`config.mk`:
```
export PLATFORM = sky130hd
export DESIGN_NAME = source_token_scanner_unit
export DESIGN_NICKNAME = d
export VERILOG_FILES = /design/src/hw/rtl/sts_pkg.sv /design/src/hw/rtl/sts_core.sv /design/src/hw/rtl/sts_out_queue.sv /design/src/hw/rtl/source_token_scanner_unit.sv
export VERILOG_INCLUDE_DIRS = /design/src /design/src/hw/rtl
export SDC_FILE = /design/constraint.sdc
export NUM_CORES = 2
export LEC_CHECK = 0
export ABC_AREA = 0
export BUFFER_PORTS_ARGS = -buffer_cell sky130_fd_sc_hd__buf_2
export CAP_MARGIN = 20
export CORE_UTILIZATION = 40
export DETAILED_ROUTE_END_ITERATION = 7
export GPL_ROUTABILITY_DRIVEN = 0
export SYNTH_ARGS = -nofsm -noshare
export SYNTH_HDL_FRONTEND = slang
export SYNTH_SLANG_ARGS = --single-unit
export TNS_END_PERCENT = 20
```
`constraint.sdc`:
```
create_clock -name clk -period 32.5 [get_ports clk]
set_clock_uncertainty 0.2 [all_clocks]
set_input_delay 3.25 -clock clk [delete_from_list [all_inputs] [get_ports clk]]
set_output_delay 3.25 -clock clk [all_outputs]
set_load 0.03 [all_outputs]
```
`src/hw/rtl/source_token_scanner_unit_macros.svh`:
```
// assertion macros for the token scanner
`ifndef SOURCE_TOKEN_SCANNER_UNIT_MACROS_SVH
`define SOURCE_TOKEN_SCANNER_UNIT_MACROS_SVH
`ifndef ASSERT_OFF
`define STS_ASSERT_IMPL(label, clk, rst_n, prop) \
	label: assert property (@(posedge clk) disable iff (!rst_n) prop) else $error("assertion failed");
`define STS_ASSERT_NEXT(label, clk, rst_n, a, b) \
	label: assert property (@(posedge clk) disable iff (!rst_n) (a) |=> (b)) else $error("assertion failed");
`else
`define STS_ASSERT_IMPL(label, clk, rst_n, prop)
`define STS_ASSERT_NEXT(label, clk, rst_n, a, b)
`endif
`endif

```
`src/hw/rtl/sts_pkg.sv`:
```
// shared types, codes and keyword tables of the token scanner
package sts_pkg;

	localparam int LENGTH_BITS = 16;
	localparam int OFFSET_BITS = 32;

	typedef enum logic [4:0] {
		M_IDLE, M_COMMENT, M_PLUS, M_MINUS, M_SLASH, M_PERCENT, M_ASSIGN, M_BANG,
		M_LT, M_GT, M_STAR, M_STAR2, M_AMP, M_AMP2, M_PIPE, M_PIPE2, M_NUM,
		M_UNDER, M_IDENT, M_STR
	} mode_t;

	localparam logic [5:0] K_END = 6'd0, K_ASPLUS = 6'd1, K_PLUS = 6'd2, K_ASMINUS = 6'd3,
		K_MINUS = 6'd4, K_ASSTAR = 6'd5, K_ASDSTAR = 6'd6, K_DSTAR = 6'd7, K_STAR = 6'd8,
		K_ASSLASH = 6'd9, K_SLASH = 6'd10, K_ASPERCENT = 6'd11, K_PERCENT = 6'd12,
		K_SEMI = 6'd13, K_COLON = 6'd14, K_COMMA = 6'd15, K_LPAREN = 6'd16,
		K_RPAREN = 6'd17, K_LBRACE = 6'd18, K_RBRACE = 6'd19, K_EQ = 6'd20,
		K_ASSIGN = 6'd21, K_NEQ = 6'd22, K_BANG = 6'd23, K_LE = 6'd24, K_LT = 6'd25,
		K_GE = 6'd26, K_GT = 6'd27, K_ASDAMP = 6'd28, K_DAMP = 6'd29, K_ASDPIPE = 6'd30,
		K_DPIPE = 6'd31, K_INTLIT = 6'd32, K_STRLIT = 6'd33, K_UNDER = 6'd34,
		K_IDENT = 6'd35, K_KW0 = 6'd36;

	localparam logic [2:0] E_NONE = 3'd0, E_UNKNOWN = 3'd1, E_AMP = 3'd2, E_PIPE = 3'd3,
		E_STRING = 3'd4;

	localparam logic [23:0] LINE_MAX = 24'hFFFFFF;
	localparam logic [15:0] COL_MAX = 16'hFFFF;
	localparam logic [30:0] INT_MAX = 31'h7FFFFFFF;

	typedef struct packed {
		logic [5:0]             kind;
		logic [23:0]            line;
		logic [15:0]            column;
		logic [OFFSET_BITS-1:0] offset;
		logic [LENGTH_BITS-1:0] length;
		logic [30:0]            value;
		logic [2:0]             err;
	} token_t;

	// keyword text, 7 chars each, zero padded, alphabetical
	typedef logic [6:0][7:0] kw_text_t;
	localparam kw_text_t KW_TEXT [16] = '{
		{8'd0, 8'd0, 8'd0, "l", "o", "o", "b"},
		{8'd0, 8'd0, "t", "s", "n", "o", "c"},
		{8'd0, 8'd0, 8'd0, "e", "s", "l", "e"},
		{8'd0, 8'd0, "e", "s", "l", "a", "f"},
		{8'd0, 8'd0, 8'd0, 8'd0, "n", "u", "f"},
		{8'd0, 8'd0, 8'd0, 8'd0, 8'd0, "f", "i"},
		{8'd0, 8'd0, 8'd0, 8'd0, "t", "n", "i"},
		{8'd0, 8'd0, 8'd0, "p", "o", "o", "l"},
		{8'd0, 8'd0, "h", "c", "t", "a", "m"},
		{8'd0, 8'd0, 8'd0, "t", "x", "e", "n"},
		{8'd0, 8'd0, "t", "n", "i", "r", "p"},
		{8'd0, "n", "r", "u", "t", "e", "r"},
		{8'd0, 8'd0, 8'd0, "p", "o", "t", "s"},
		{8'd0, 8'd0, 8'd0, "e", "u", "r", "t"},
		{8'd0, 8'd0, 8'd0, 8'd0, "r", "a", "v"},
		{8'd0, 8'd0, 8'd0, "d", "i", "o", "v"}
	};

	// candidates whose character at pos equals c
	function automatic logic [15:0] filter_mask(input logic [15:0] mask,
			input logic [LENGTH_BITS-1:0] pos, input logic [7:0] c);
		logic [15:0] keep;
		keep = '0;
		for (int i = 0; i < 16; i++) begin
			if (pos < LENGTH_BITS'(7) && KW_TEXT[i][pos[2:0]] == c)
				keep[i] = 1'b1;
		end
		return mask & keep;
	endfunction

	function automatic logic is_digit(input logic [7:0] b);
		return b >= "0" && b <= "9";
	endfunction

	function automatic logic is_alpha(input logic [7:0] b);
		return (b >= "a" && b <= "z") || (b >= "A" && b <= "Z");
	endfunction

endpackage

```
`src/hw/rtl/sts_core.sv`:
```
// scanner state and per-byte token logic, one byte per cycle while take is high
module sts_core (
	input  logic               clk,
	input  logic               arst_n,
	input  logic               take,
	input  logic [7:0]         byte_in,
	input  logic               end_mark,
	output logic               tok0_valid,
	output logic               tok1_valid,
	output sts_pkg::token_t    tok0,
	output sts_pkg::token_t    tok1
);

	localparam int LB = sts_pkg::LENGTH_BITS;
	localparam int OB = sts_pkg::OFFSET_BITS;
	localparam logic [LB-1:0] LEN_MAX = '1;

	sts_pkg::mode_t       mode_q, mode_d;
	logic [15:0]          cand_q, cand_d;
	logic [LB-1:0]        len_q, len_d;
	logic [OB-1:0]        toff_q, toff_d, pos_q;
	logic [23:0]          line_q, tline_q, tline_d;
	logic [15:0]          col_q, tcol_q, tcol_d;
	logic [30:0]          acc_q, acc_d;
	logic                 halted_q, halt_d;

	logic                 used, flushed_err, pend;
	logic [LB-1:0]        len_inc;
	logic [34:0]          acc_mul;
	logic [15:0]          fin_mask;
	logic [5:0]           kw_kind;
	sts_pkg::token_t      ft, st;
	logic                 fv, sv, serr, do_start;

	assign len_inc = (len_q == LEN_MAX) ? len_q : len_q + LB'(1);
	assign acc_mul = {acc_q, 3'b000} + {3'b000, acc_q, 1'b0} + 35'(byte_in - 8'd48);
	assign fin_mask = sts_pkg::filter_mask(cand_q, len_q, 8'd0);

	always_comb begin
		kw_kind = sts_pkg::K_IDENT;
		for (int i = 15; i >= 0; i--)
			if (fin_mask[i]) kw_kind = sts_pkg::K_KW0 + 6'(i);
	end

	// token from the pending state as it stands
	always_comb begin
		ft = '{kind: sts_pkg::K_END, line: tline_q, column: tcol_q, offset: toff_q,
			length: LB'(1), value: '0, err: sts_pkg::E_NONE};
		fv = 1'b1;
		flushed_err = 1'b0;
		case (mode_q)
			sts_pkg::M_PLUS:    ft.kind = sts_pkg::K_PLUS;
			sts_pkg::M_MINUS:   ft.kind = sts_pkg::K_MINUS;
			sts_pkg::M_SLASH:   ft.kind = sts_pkg::K_SLASH;
			sts_pkg::M_PERCENT: ft.kind = sts_pkg::K_PERCENT;
			sts_pkg::M_ASSIGN:  ft.kind = sts_pkg::K_ASSIGN;
			sts_pkg::M_BANG:    ft.kind = sts_pkg::K_BANG;
			sts_pkg::M_LT:      ft.kind = sts_pkg::K_LT;
			sts_pkg::M_GT:      ft.kind = sts_pkg::K_GT;
			sts_pkg::M_STAR:    ft.kind = sts_pkg::K_STAR;
			sts_pkg::M_STAR2: begin
				ft.kind = sts_pkg::K_DSTAR;
				ft.length = LB'(2);
			end
			sts_pkg::M_AMP: begin
				ft.err = sts_pkg::E_AMP;
				flushed_err = 1'b1;
			end
			sts_pkg::M_AMP2: begin
				ft.kind = sts_pkg::K_DAMP;
				ft.length = LB'(2);
			end
			sts_pkg::M_PIPE: begin
				ft.err = sts_pkg::E_PIPE;
				flushed_err = 1'b1;
			end
			sts_pkg::M_PIPE2: begin
				ft.kind = sts_pkg::K_DPIPE;
				ft.length = LB'(2);
			end
			sts_pkg::M_NUM: begin
				ft.kind = sts_pkg::K_INTLIT;
				ft.length = len_q;
				ft.value = acc_q;
			end
			sts_pkg::M_UNDER:   ft.kind = sts_pkg::K_UNDER;
			sts_pkg::M_IDENT: begin
				ft.kind = kw_kind;
				ft.length = len_q;
			end
			sts_pkg::M_STR: begin
				ft.err = sts_pkg::E_STRING;
				ft.length = len_q;
				flushed_err = 1'b1;
			end
			default: fv = 1'b0;
		endcase
	end

	always_comb begin
		mode_d = mode_q;
		cand_d = cand_q;
		len_d = len_q;
		toff_d = toff_q;
		tline_d = tline_q;
		tcol_d = tcol_q;
		acc_d = acc_q;
		halt_d = 1'b0;
		used = 1'b1;
		pend = 1'b0;
		st = '{kind: sts_pkg::K_END, line: tline_q, column: tcol_q, offset: toff_q,
			length: LB'(2), value: '0, err: sts_pkg::E_NONE};
		sv = 1'b0;
		serr = 1'b0;
		do_start = 1'b0;
		tok0 = ft;
		tok0_valid = 1'b0;
		tok1 = ft;
		tok1_valid = 1'b0;

		if (end_mark) begin
			// finish pending token, then the end token unless the pending token is an error
			mode_d = sts_pkg::M_IDLE;
			tok0 = ft;
			tok0_valid = fv;
			if (fv && flushed_err) begin
				halt_d = 1'b1;
			end else begin
				tline_d = line_q;
				tcol_d = col_q;
				toff_d = pos_q;
				st = '{kind: sts_pkg::K_END, line: line_q, column: col_q, offset: pos_q,
					length: '0, value: '0, err: sts_pkg::E_NONE};
				if (fv) begin
					tok1 = st;
					tok1_valid = 1'b1;
				end else begin
					tok0 = st;
					tok0_valid = 1'b1;
				end
			end
		end else begin
			case (mode_q)
				sts_pkg::M_COMMENT: if (byte_in == 8'h0A) mode_d = sts_pkg::M_IDLE;
				sts_pkg::M_PLUS, sts_pkg::M_MINUS, sts_pkg::M_SLASH, sts_pkg::M_PERCENT,
				sts_pkg::M_ASSIGN, sts_pkg::M_BANG, sts_pkg::M_LT, sts_pkg::M_GT: begin
					if (byte_in == "=") begin
						case (mode_q)
							sts_pkg::M_PLUS:    st.kind = sts_pkg::K_ASPLUS;
							sts_pkg::M_MINUS:   st.kind = sts_pkg::K_ASMINUS;
							sts_pkg::M_SLASH:   st.kind = sts_pkg::K_ASSLASH;
							sts_pkg::M_PERCENT: st.kind = sts_pkg::K_ASPERCENT;
							sts_pkg::M_ASSIGN:  st.kind = sts_pkg::K_EQ;
							sts_pkg::M_BANG:    st.kind = sts_pkg::K_NEQ;
							sts_pkg::M_LT:      st.kind = sts_pkg::K_LE;
							default:            st.kind = sts_pkg::K_GE;
						endcase
						pend = 1'b1;
						mode_d = sts_pkg::M_IDLE;
					end else used = 1'b0;
				end
				sts_pkg::M_STAR: begin
					if (byte_in == "=") begin
						st.kind = sts_pkg::K_ASSTAR;
						pend = 1'b1;
						mode_d = sts_pkg::M_IDLE;
					end else if (byte_in == "*") mode_d = sts_pkg::M_STAR2;
					else used = 1'b0;
				end
				sts_pkg::M_STAR2, sts_pkg::M_AMP2, sts_pkg::M_PIPE2: begin
					if (byte_in == "=") begin
						st.kind = (mode_q == sts_pkg::M_STAR2) ? sts_pkg::K_ASDSTAR :
							(mode_q == sts_pkg::M_AMP2) ? sts_pkg::K_ASDAMP : sts_pkg::K_ASDPIPE;
						st.length = LB'(3);
						pend = 1'b1;
						mode_d = sts_pkg::M_IDLE;
					end else used = 1'b0;
				end
				sts_pkg::M_AMP: if (byte_in == "&") mode_d = sts_pkg::M_AMP2; else used = 1'b0;
				sts_pkg::M_PIPE: if (byte_in == "|") mode_d = sts_pkg::M_PIPE2; else used = 1'b0;
				sts_pkg::M_NUM: begin
					if (sts_pkg::is_digit(byte_in)) begin
						acc_d = (acc_mul > 35'(sts_pkg::INT_MAX)) ? sts_pkg::INT_MAX : acc_mul[30:0];
						len_d = len_inc;
					end else used = 1'b0;
				end
				sts_pkg::M_UNDER, sts_pkg::M_IDENT: begin
					if (sts_pkg::is_alpha(byte_in) || sts_pkg::is_digit(byte_in) || byte_in == "_")
					begin
						cand_d = sts_pkg::filter_mask(cand_q, len_q, byte_in);
						len_d = len_inc;
						mode_d = sts_pkg::M_IDENT;
					end else used = 1'b0;
				end
				sts_pkg::M_STR: begin
					if (byte_in == 8'h22) begin
						st.kind = sts_pkg::K_STRLIT;
						st.length = len_q;
						pend = 1'b1;
						mode_d = sts_pkg::M_IDLE;
					end else if (byte_in == 8'h0A) used = 1'b0;
					else len_d = len_inc;
				end
				sts_pkg::M_IDLE: used = 1'b0;
				default: begin
					mode_d = sts_pkg::M_IDLE;
					used = 1'b0;
				end
			endcase

			if (pend) begin
				tok0 = st;
				tok0_valid = 1'b1;
			end

			if (!used) begin
				mode_d = sts_pkg::M_IDLE;
				tok0 = ft;
				tok0_valid = fv;
				if (fv && flushed_err) halt_d = 1'b1;
				do_start = !(fv && flushed_err) && mode_q != sts_pkg::M_STR
					&& mode_q != sts_pkg::M_AMP && mode_q != sts_pkg::M_PIPE;
			end

			if (do_start) begin
				st = '{kind: sts_pkg::K_END, line: line_q, column: col_q, offset: pos_q,
					length: LB'(1), value: '0, err: sts_pkg::E_NONE};
				if (byte_in == " " || byte_in == 8'h09 || byte_in == 8'h0A ||
						byte_in == 8'h0D || byte_in == 8'h0C) begin
					mode_d = sts_pkg::M_IDLE;
				end else if (byte_in == "#") begin
					mode_d = sts_pkg::M_COMMENT;
				end else begin
					tline_d = line_q;
					tcol_d = col_q;
					toff_d = pos_q;
					len_d = LB'(1);
					case (byte_in)
						"+": mode_d = sts_pkg::M_PLUS;
						"-": mode_d = sts_pkg::M_MINUS;
						"/": mode_d = sts_pkg::M_SLASH;
						"%": mode_d = sts_pkg::M_PERCENT;
						"=": mode_d = sts_pkg::M_ASSIGN;
						"!": mode_d = sts_pkg::M_BANG;
						"<": mode_d = sts_pkg::M_LT;
						">": mode_d = sts_pkg::M_GT;
						"*": mode_d = sts_pkg::M_STAR;
						"&": mode_d = sts_pkg::M_AMP;
						"|": mode_d = sts_pkg::M_PIPE;
						";": begin st.kind = sts_pkg::K_SEMI; sv = 1'b1; end
						":": begin st.kind = sts_pkg::K_COLON; sv = 1'b1; end
						",": begin st.kind = sts_pkg::K_COMMA; sv = 1'b1; end
						"(": begin st.kind = sts_pkg::K_LPAREN; sv = 1'b1; end
						")": begin st.kind = sts_pkg::K_RPAREN; sv = 1'b1; end
						"{": begin st.kind = sts_pkg::K_LBRACE; sv = 1'b1; end
						"}": begin st.kind = sts_pkg::K_RBRACE; sv = 1'b1; end
						8'h22: begin
							mode_d = sts_pkg::M_STR;
							len_d = '0;
							toff_d = pos_q + OB'(1);
						end
						default: begin
							if (sts_pkg::is_digit(byte_in)) begin
								mode_d = sts_pkg::M_NUM;
								acc_d = 31'(byte_in - 8'd48);
							end else if (byte_in == "_") begin
								mode_d = sts_pkg::M_UNDER;
								cand_d = '0;
							end else if (sts_pkg::is_alpha(byte_in)) begin
								mode_d = sts_pkg::M_IDENT;
								cand_d = sts_pkg::filter_mask(16'hFFFF, '0, byte_in);
							end else begin
								st.err = sts_pkg::E_UNKNOWN;
								sv = 1'b1;
								serr = 1'b1;
							end
						end
					endcase
				end
				if (sv) begin
					if (serr) halt_d = 1'b1;
					if (fv) begin
						tok1 = st;
						tok1_valid = 1'b1;
					end else begin
						tok0 = st;
						tok0_valid = 1'b1;
					end
				end
			end
		end
		if (halted_q) begin
			tok0_valid = 1'b0;
			tok1_valid = 1'b0;
		end
	end

	always_ff @(posedge clk or negedge arst_n) begin
		if (!arst_n) begin
			mode_q <= sts_pkg::M_IDLE;
			cand_q <= '0;
			len_q <= '0;
			toff_q <= '0;
			pos_q <= '0;
			line_q <= 24'd1;
			col_q <= 16'd1;
			tline_q <= 24'd1;
			tcol_q <= 16'd1;
			acc_q <= '0;
			halted_q <= 1'b0;
		end else if (take && !halted_q) begin
			mode_q <= mode_d;
			cand_q <= cand_d;
			len_q <= len_d;
			toff_q <= toff_d;
			tline_q <= tline_d;
			tcol_q <= tcol_d;
			acc_q <= acc_d;
			halted_q <= halt_d;
			if (!end_mark) begin
				pos_q <= pos_q + OB'(1);
				if (byte_in == 8'h0A) begin
					if (line_q != sts_pkg::LINE_MAX) line_q <= line_q + 24'd1;
					col_q <= 16'd1;
				end else if (col_q != sts_pkg::COL_MAX) begin
					col_q <= col_q + 16'd1;
				end
			end
		end
	end

endmodule

```
`src/hw/rtl/sts_out_queue.sv`:
```
// four-entry result queue, holds the tokens of one byte while the sink stalls
module sts_out_queue (
	input  logic            clk,
	input  logic            arst_n,
	input  logic            push0,
	input  logic            push1,
	input  sts_pkg::token_t tok0,
	input  sts_pkg::token_t tok1,
	output logic            room,
	output logic            valid,
	input  logic            stall,
	output sts_pkg::token_t head,
	output logic            head_last
);

	`include "source_token_scanner_unit_macros.svh"

	sts_pkg::token_t ent_q [4];
	logic [3:0]      last_q;
	logic [1:0]      rd_q, wr_q;
	logic [2:0]      cnt_q;
	logic            pop;
	logic [2:0]      npush;

	assign valid = cnt_q != 3'd0;
	assign pop = valid && !stall;
	assign head = ent_q[rd_q];
	assign head_last = last_q[rd_q];
	// two free entries after this cycle's pop
	assign room = (cnt_q - {2'b00, pop}) <= 3'd2;
	assign npush = {2'b00, push0} + {2'b00, push1};

	always_ff @(posedge clk) begin
		if (push0) begin
			ent_q[wr_q] <= tok0;
			last_q[wr_q] <= !push1;
		end
		if (push1) begin
			ent_q[wr_q + 2'd1] <= tok1;
			last_q[wr_q + 2'd1] <= 1'b1;
		end
	end

	always_ff @(posedge clk or negedge arst_n) begin
		if (!arst_n) begin
			rd_q <= '0;
			wr_q <= '0;
			cnt_q <= '0;
		end else begin
			wr_q <= wr_q + npush[1:0];
			if (pop) rd_q <= rd_q + 2'd1;
			cnt_q <= cnt_q + npush - {2'b00, pop};
		end
	end

	`STS_ASSERT_IMPL(a_no_overflow, clk, arst_n, cnt_q <= 3'd4)
	`STS_ASSERT_NEXT(a_push1_needs_push0, clk, arst_n, push1, !$past(!push0))
	`STS_ASSERT_NEXT(a_pop_moves, clk, arst_n, pop && !push0, cnt_q == $past(cnt_q) - 3'd1)

endmodule

```
`src/hw/rtl/source_token_scanner_unit.sv`:
```
// token scanner top level: one source byte or end mark in, tokens out
// Takes one byte per cycle while the queue has room; the scanner state update is a
// single registered pass per byte. A byte yields zero, one or two tokens, which
// wait in a four-entry queue; input stall rises only when the queue lacks room
// for two more, so bytes that yield two tokens can stall input even with an open
// sink. After an error token the block swallows all input without result until reset.
module source_token_scanner_unit (
	input  logic        clk,
	input  logic        arst_n,
	input  logic        in_valid,
	output logic        in_stall,
	input  logic [7:0]  byte_in,
	input  logic        end_mark,
	output logic        out_valid,
	input  logic        out_stall,
	output logic [5:0]  token_kind,
	output logic [23:0] start_line,
	output logic [15:0] start_column,
	output logic [31:0] start_offset,
	output logic [15:0] text_length,
	output logic [30:0] int_value,
	output logic [2:0]  error_code,
	output logic        last_of_run
);

	sts_pkg::token_t tok0, tok1, head;
	logic            v0, v1, room, take;

	assign in_stall = !room;
	assign take = in_valid && room;

	sts_core u_core (
		.clk(clk), .arst_n(arst_n), .take(take), .byte_in(byte_in), .end_mark(end_mark),
		.tok0_valid(v0), .tok1_valid(v1), .tok0(tok0), .tok1(tok1)
	);

	sts_out_queue u_queue (
		.clk(clk), .arst_n(arst_n), .push0(take && v0), .push1(take && v1),
		.tok0(tok0), .tok1(tok1), .room(room), .valid(out_valid), .stall(out_stall),
		.head(head), .head_last(last_of_run)
	);

	assign token_kind = head.kind;
	assign start_line = head.line;
	assign start_column = head.column;
	assign start_offset = head.offset;
	assign text_length = head.length;
	assign int_value = head.value;
	assign error_code = head.err;

endmodule
```
==> results by group <==
Run status
  – Outcome: finished with violations
  – Violated checks: design-rule violations

Detailed routing
  – WL/cell: 22.5 um
  – Count of nets left with antenna violations after detail routing: 0
  – Average vias per placed instance: 5.77
  – Router iterations before antenna repair: 8
  – Total wirelength of the detailed-routed design: 105000 um
  – Residual DRC count: 1
  – Iter 0 DRT Violations: 2148
  – Overall via count from detail_route: 26900

Cells and area
  – Share of final-layout standard cells stronger than drive strength 1: 21.8%
  – Most common cell after layout, fill and taps aside: sky130_fd_sc_hd__edfxtp_1
  – Area of combinational cells with multiple inputs: 17700 sq um
  – Area delta synth->final: 11.4%
  – Number of nets in the layout: 3408
  – Top library cells by usage in the layout, fill and taps aside: 512 x sky130_fd_sc_hd__edfxtp_1, 333 x sky130_fd_sc_hd__nor2_1, 238 x sky130_fd_sc_hd__nand2_1
  – Final instance count without filler cells: 4659
  – Reg area: 21000 sq um
  – Antenna Diode Count: 0
  – Filler Cell Count: 9030

Place
  – Post-placement cell count: 4508
  – Final HPWL DP: 65100 um
  – I/O Buffers: 143

STA
  – Worst Max-Slew Pin Slew: 1.06 ns
  – Post-Route Setup TNS: 0 ns
  – Part of the cycle the worst path needs: 28.9%
  – Final hold violations: 0
  – Final setup violation count: 0
  – Final max-slew violation count: 0
  – Setup repair after global routing missed its margin: false
  – Upper clock frequency limit: 106 MHz
  – Relative slew slack: 29.2%
  – Hold slack final: 0.255 ns
  – Time the final worst path needs with I/O delays and setup: 9.39 ns

Floorplanning
  – Die Area: 101000 sq um
  – Placeable core region: 98400 sq um
  – Number of top-level pins: 144
  – DIE HEIGHT: 317 um
  – Initial Utilization: 40.4%
  – Cell row count: 115
  – Die extent in x: 317 um

Clocking
  – Number of clock sinks: 736
  – Post-CTS Setup Inserts: 0
  – CTS Hold Buffers Added: 0
  – Clock latency at the later pin of the worst-skew pair: 0.64 ns
  – Largest buffer count on any clock path: 3
  – Resize count post-CTS: 0
  – Number of buffers created by CTS: 80
  – CTS H-tree depth: 3
  – TritonCTS clock tree: yes
  – Buffer type at the clock tree root: sky130_fd_sc_hd__clkbuf_16
  – Register clock-pin slew on the reported worst setup and hold paths: 0.06 ns

Power
  – Peak supply drop: 60.9 uV
  – Pwr/cell area: 49.9 nW/um^2
  – Portion of total power attributed to sequential cells: 46.4%
  – Switching part of the total: 25.0%
  – Static power due to leakage: 15.8 nW
  – Fraction of power consumed by combinational cells: 11.0%
  – Clk pwr share: 42.6%
  – Internal power summed over all cells: 1.66 mW
  – Switching component of the power: 553 uW

Synth
  – Yosys reg bits: 736
  – Number of enable-type register cells in the synthesized netlist: 512
  – Synth Warn #: 0
  – Synthesized instance count: 3290
  – Area of the mapped netlist: 39800 sq um
  – Register area share after synthesis: 52.7%
  – Post-synthesis net count: 3392
  – Main synth FF type: sky130_fd_sc_hd__edfxtp_1
  – Avg Synthesized Cell Area: 12.1 sq um
  – Synth cell types: 97
  – Ys async rst share: 29.9%

Critical path
  – Kind of start point of the critical path: input port
  – Capturing element of the worst setup path: u_queue.ent_q[2][111]
  – Setup crit end kind: register
  – Capture instance of the worst register-to-register path: u_queue.ent_q[2][111]
  – Arrival time of the worst setup path: 9.57 ns
  – Required time of the critical path: 32.67 ns
  – Reg-to-reg setup timing slack: 26.39 ns
  – Launching instance or port of the critical path: byte_in[4]
  – CP Class: in -> reg
  – Maximum net fanout on the critical path: 52
  – Worst flop-to-flop path startpoint: u_core.mode_q[1]
  – Worst r2r path cells: 11

Global routing
  – Maximum number of pins on one net before global-route repair: 130
  – Vias in the first global route: 27100
  – Overall track demand over capacity in global routing: 20.7%
  – Global-route wire length before repair: 163000 um
  – Number of antenna violations at the first check in global routing: 5
  – Global route total overflow: 0

Hold path
  – Class of the tightest hold or removal check: reg -> reg
  – Hold depth: 2

Job
  – Max_cap viols: 0
-- worst max-delay path, stage by stage --
cell                       delay, ns
sky130_fd_sc_hd__buf_2          0.50
sky130_fd_sc_hd__ha_1           0.55
sky130_fd_sc_hd__or3b_2         0.57
sky130_fd_sc_hd__nor2_1         0.61
sky130_fd_sc_hd__a211oi_2       0.30
sky130_fd_sc_hd__and3_1         0.25
sky130_fd_sc_hd__nand3_1        0.39
sky130_fd_sc_hd__o41a_1         0.61
sky130_fd_sc_hd__nor2_4         0.06
sky130_fd_sc_hd__buf_4          0.34
sky130_fd_sc_hd__nor2_4         0.87
sky130_fd_sc_hd__buf_4          0.77
sky130_fd_sc_hd__mux2_2         0.41
-- sequential cells by signal (all words and copies together) (netlist names) --
name / count
u_core.col_q: 16
u_queue.cnt_q: 3
u_queue.wr_q: 2
u_core.acc_q: 31
u_core.cand_q: 16
u_core.tcol_q: 16
u_queue.last_q: 4
u_core.halted_q: 1
u_core.pos_q: 32
u_queue.ent_q: 512
u_core.toff_q: 32
u_core.mode_q: 5
u_core.len_q: 16
u_core.tline_q: 24
u_core.line_q: 24
u_queue.rd_q: 2
-- per-layer routing --
layer	track usage, %	routed length, um	vias to the layer above	part of all wire (%)
met5	0	29	-	0.028
met4	5.61	2180	4	2.1
met3	3.39	6220	147	5.9
met2	34.1	50400	823	48
met1	28.2	46000	13600	44
li1	-	-	12300	-
-- power by group through the flow --
stage	Sequential, mW	Clock, mW	Combinational (mW)
after floorplan	1.02	0	0.200
after global placement	1.05	0	0.248
after detailed placement	1.05	0	0.248
after CTS	1.03	0.962	0.249
after global routing	1.03	0.998	0.262
final	1.03	0.942	0.243
-- logic make-up (layout without fill, tap and decap cells) --
group | after synthesis | count (layout) | synth area share (%)
XOR/XNOR | 161 | 161 | 3.54
AND/OR/NAND/NOR | 913 | 913 | 10.8
AO/OA/AOI/OAI | 592 | 592 | 9.27
adder cells (fa/ha/maj) | 89 | 89 | 3.38
flip-flops | 736 | 736 | 52.7
buffers and inverters | 319 | 401 | 3.15
multiplexers | 480 | 480 | 17.1
-- metrics by stage --
stage | setup WS [ns] | power, mW | area (sq um) | utilization [%]
after floorplan | 16.16 | 1.22 | 39800 | -
after global placement | 22.19 | 1.29 | 41600 | 42.3
after detailed placement | 22.15 | 1.30 | 41600 | 42.3
after CTS | 22.85 | 2.24 | 44300 | 45.0
after global routing | 22.78 | 2.29 | 44400 | 45.1
final | 23.11 | 2.21 | 44400 | 45.1
-- cells in the mapped netlist (64+ instances only) --
master	instances	share of area, %
sky130_fd_sc_hd__edfxtp_1	512	39
sky130_fd_sc_hd__clkbuf_1	158	1.5
sky130_fd_sc_hd__xnor2_1	90	2.0
sky130_fd_sc_hd__mux2_2	235	6.6
sky130_fd_sc_hd__dfrtp_1	216	14
sky130_fd_sc_hd__a21oi_1	150	1.9
sky130_fd_sc_hd__nor2_1	334	3.1
sky130_fd_sc_hd__xor2_1	71	1.6
sky130_fd_sc_hd__mux4_2	129	7.3
sky130_fd_sc_hd__nand3_1	64	0.80
sky130_fd_sc_hd__mux2_1	89	2.5
sky130_fd_sc_hd__nand2_1	238	2.2
sky130_fd_sc_hd__o21ai_0	187	2.4
-- layout make-up --
| type | instances | share of cell area [%] |
|---|---|---|
| clock inverters | 45 | 1.25 |
| multi-input cells | 2235 | 39.9 |
| repair buffers | 192 | 2.57 |
| inverters | 61 | 0.516 |
| flip-flops and latches | 736 | 47.3 |
| clock buffers | 103 | 4.89 |
| well taps | 1287 | 3.63 |
-- how the worst min path moves through the flow --
stage / from / end / slack [ns]
6_report: u_core.halted_q / u_core.halted_q / 0.25
5_1_grt: u_core.halted_q / u_core.halted_q / 0.29
4_1_cts: u_core.halted_q / u_core.halted_q / 0.26
3_5_place_dp: u_core.halted_q / u_core.halted_q / 0.24
3_3_place_gp: u_core.halted_q / u_core.halted_q / 0.24
2_1_floorplan: u_core.halted_q / u_core.halted_q / 0.22
Note: power is estimated with default switching activity, not from simulation.
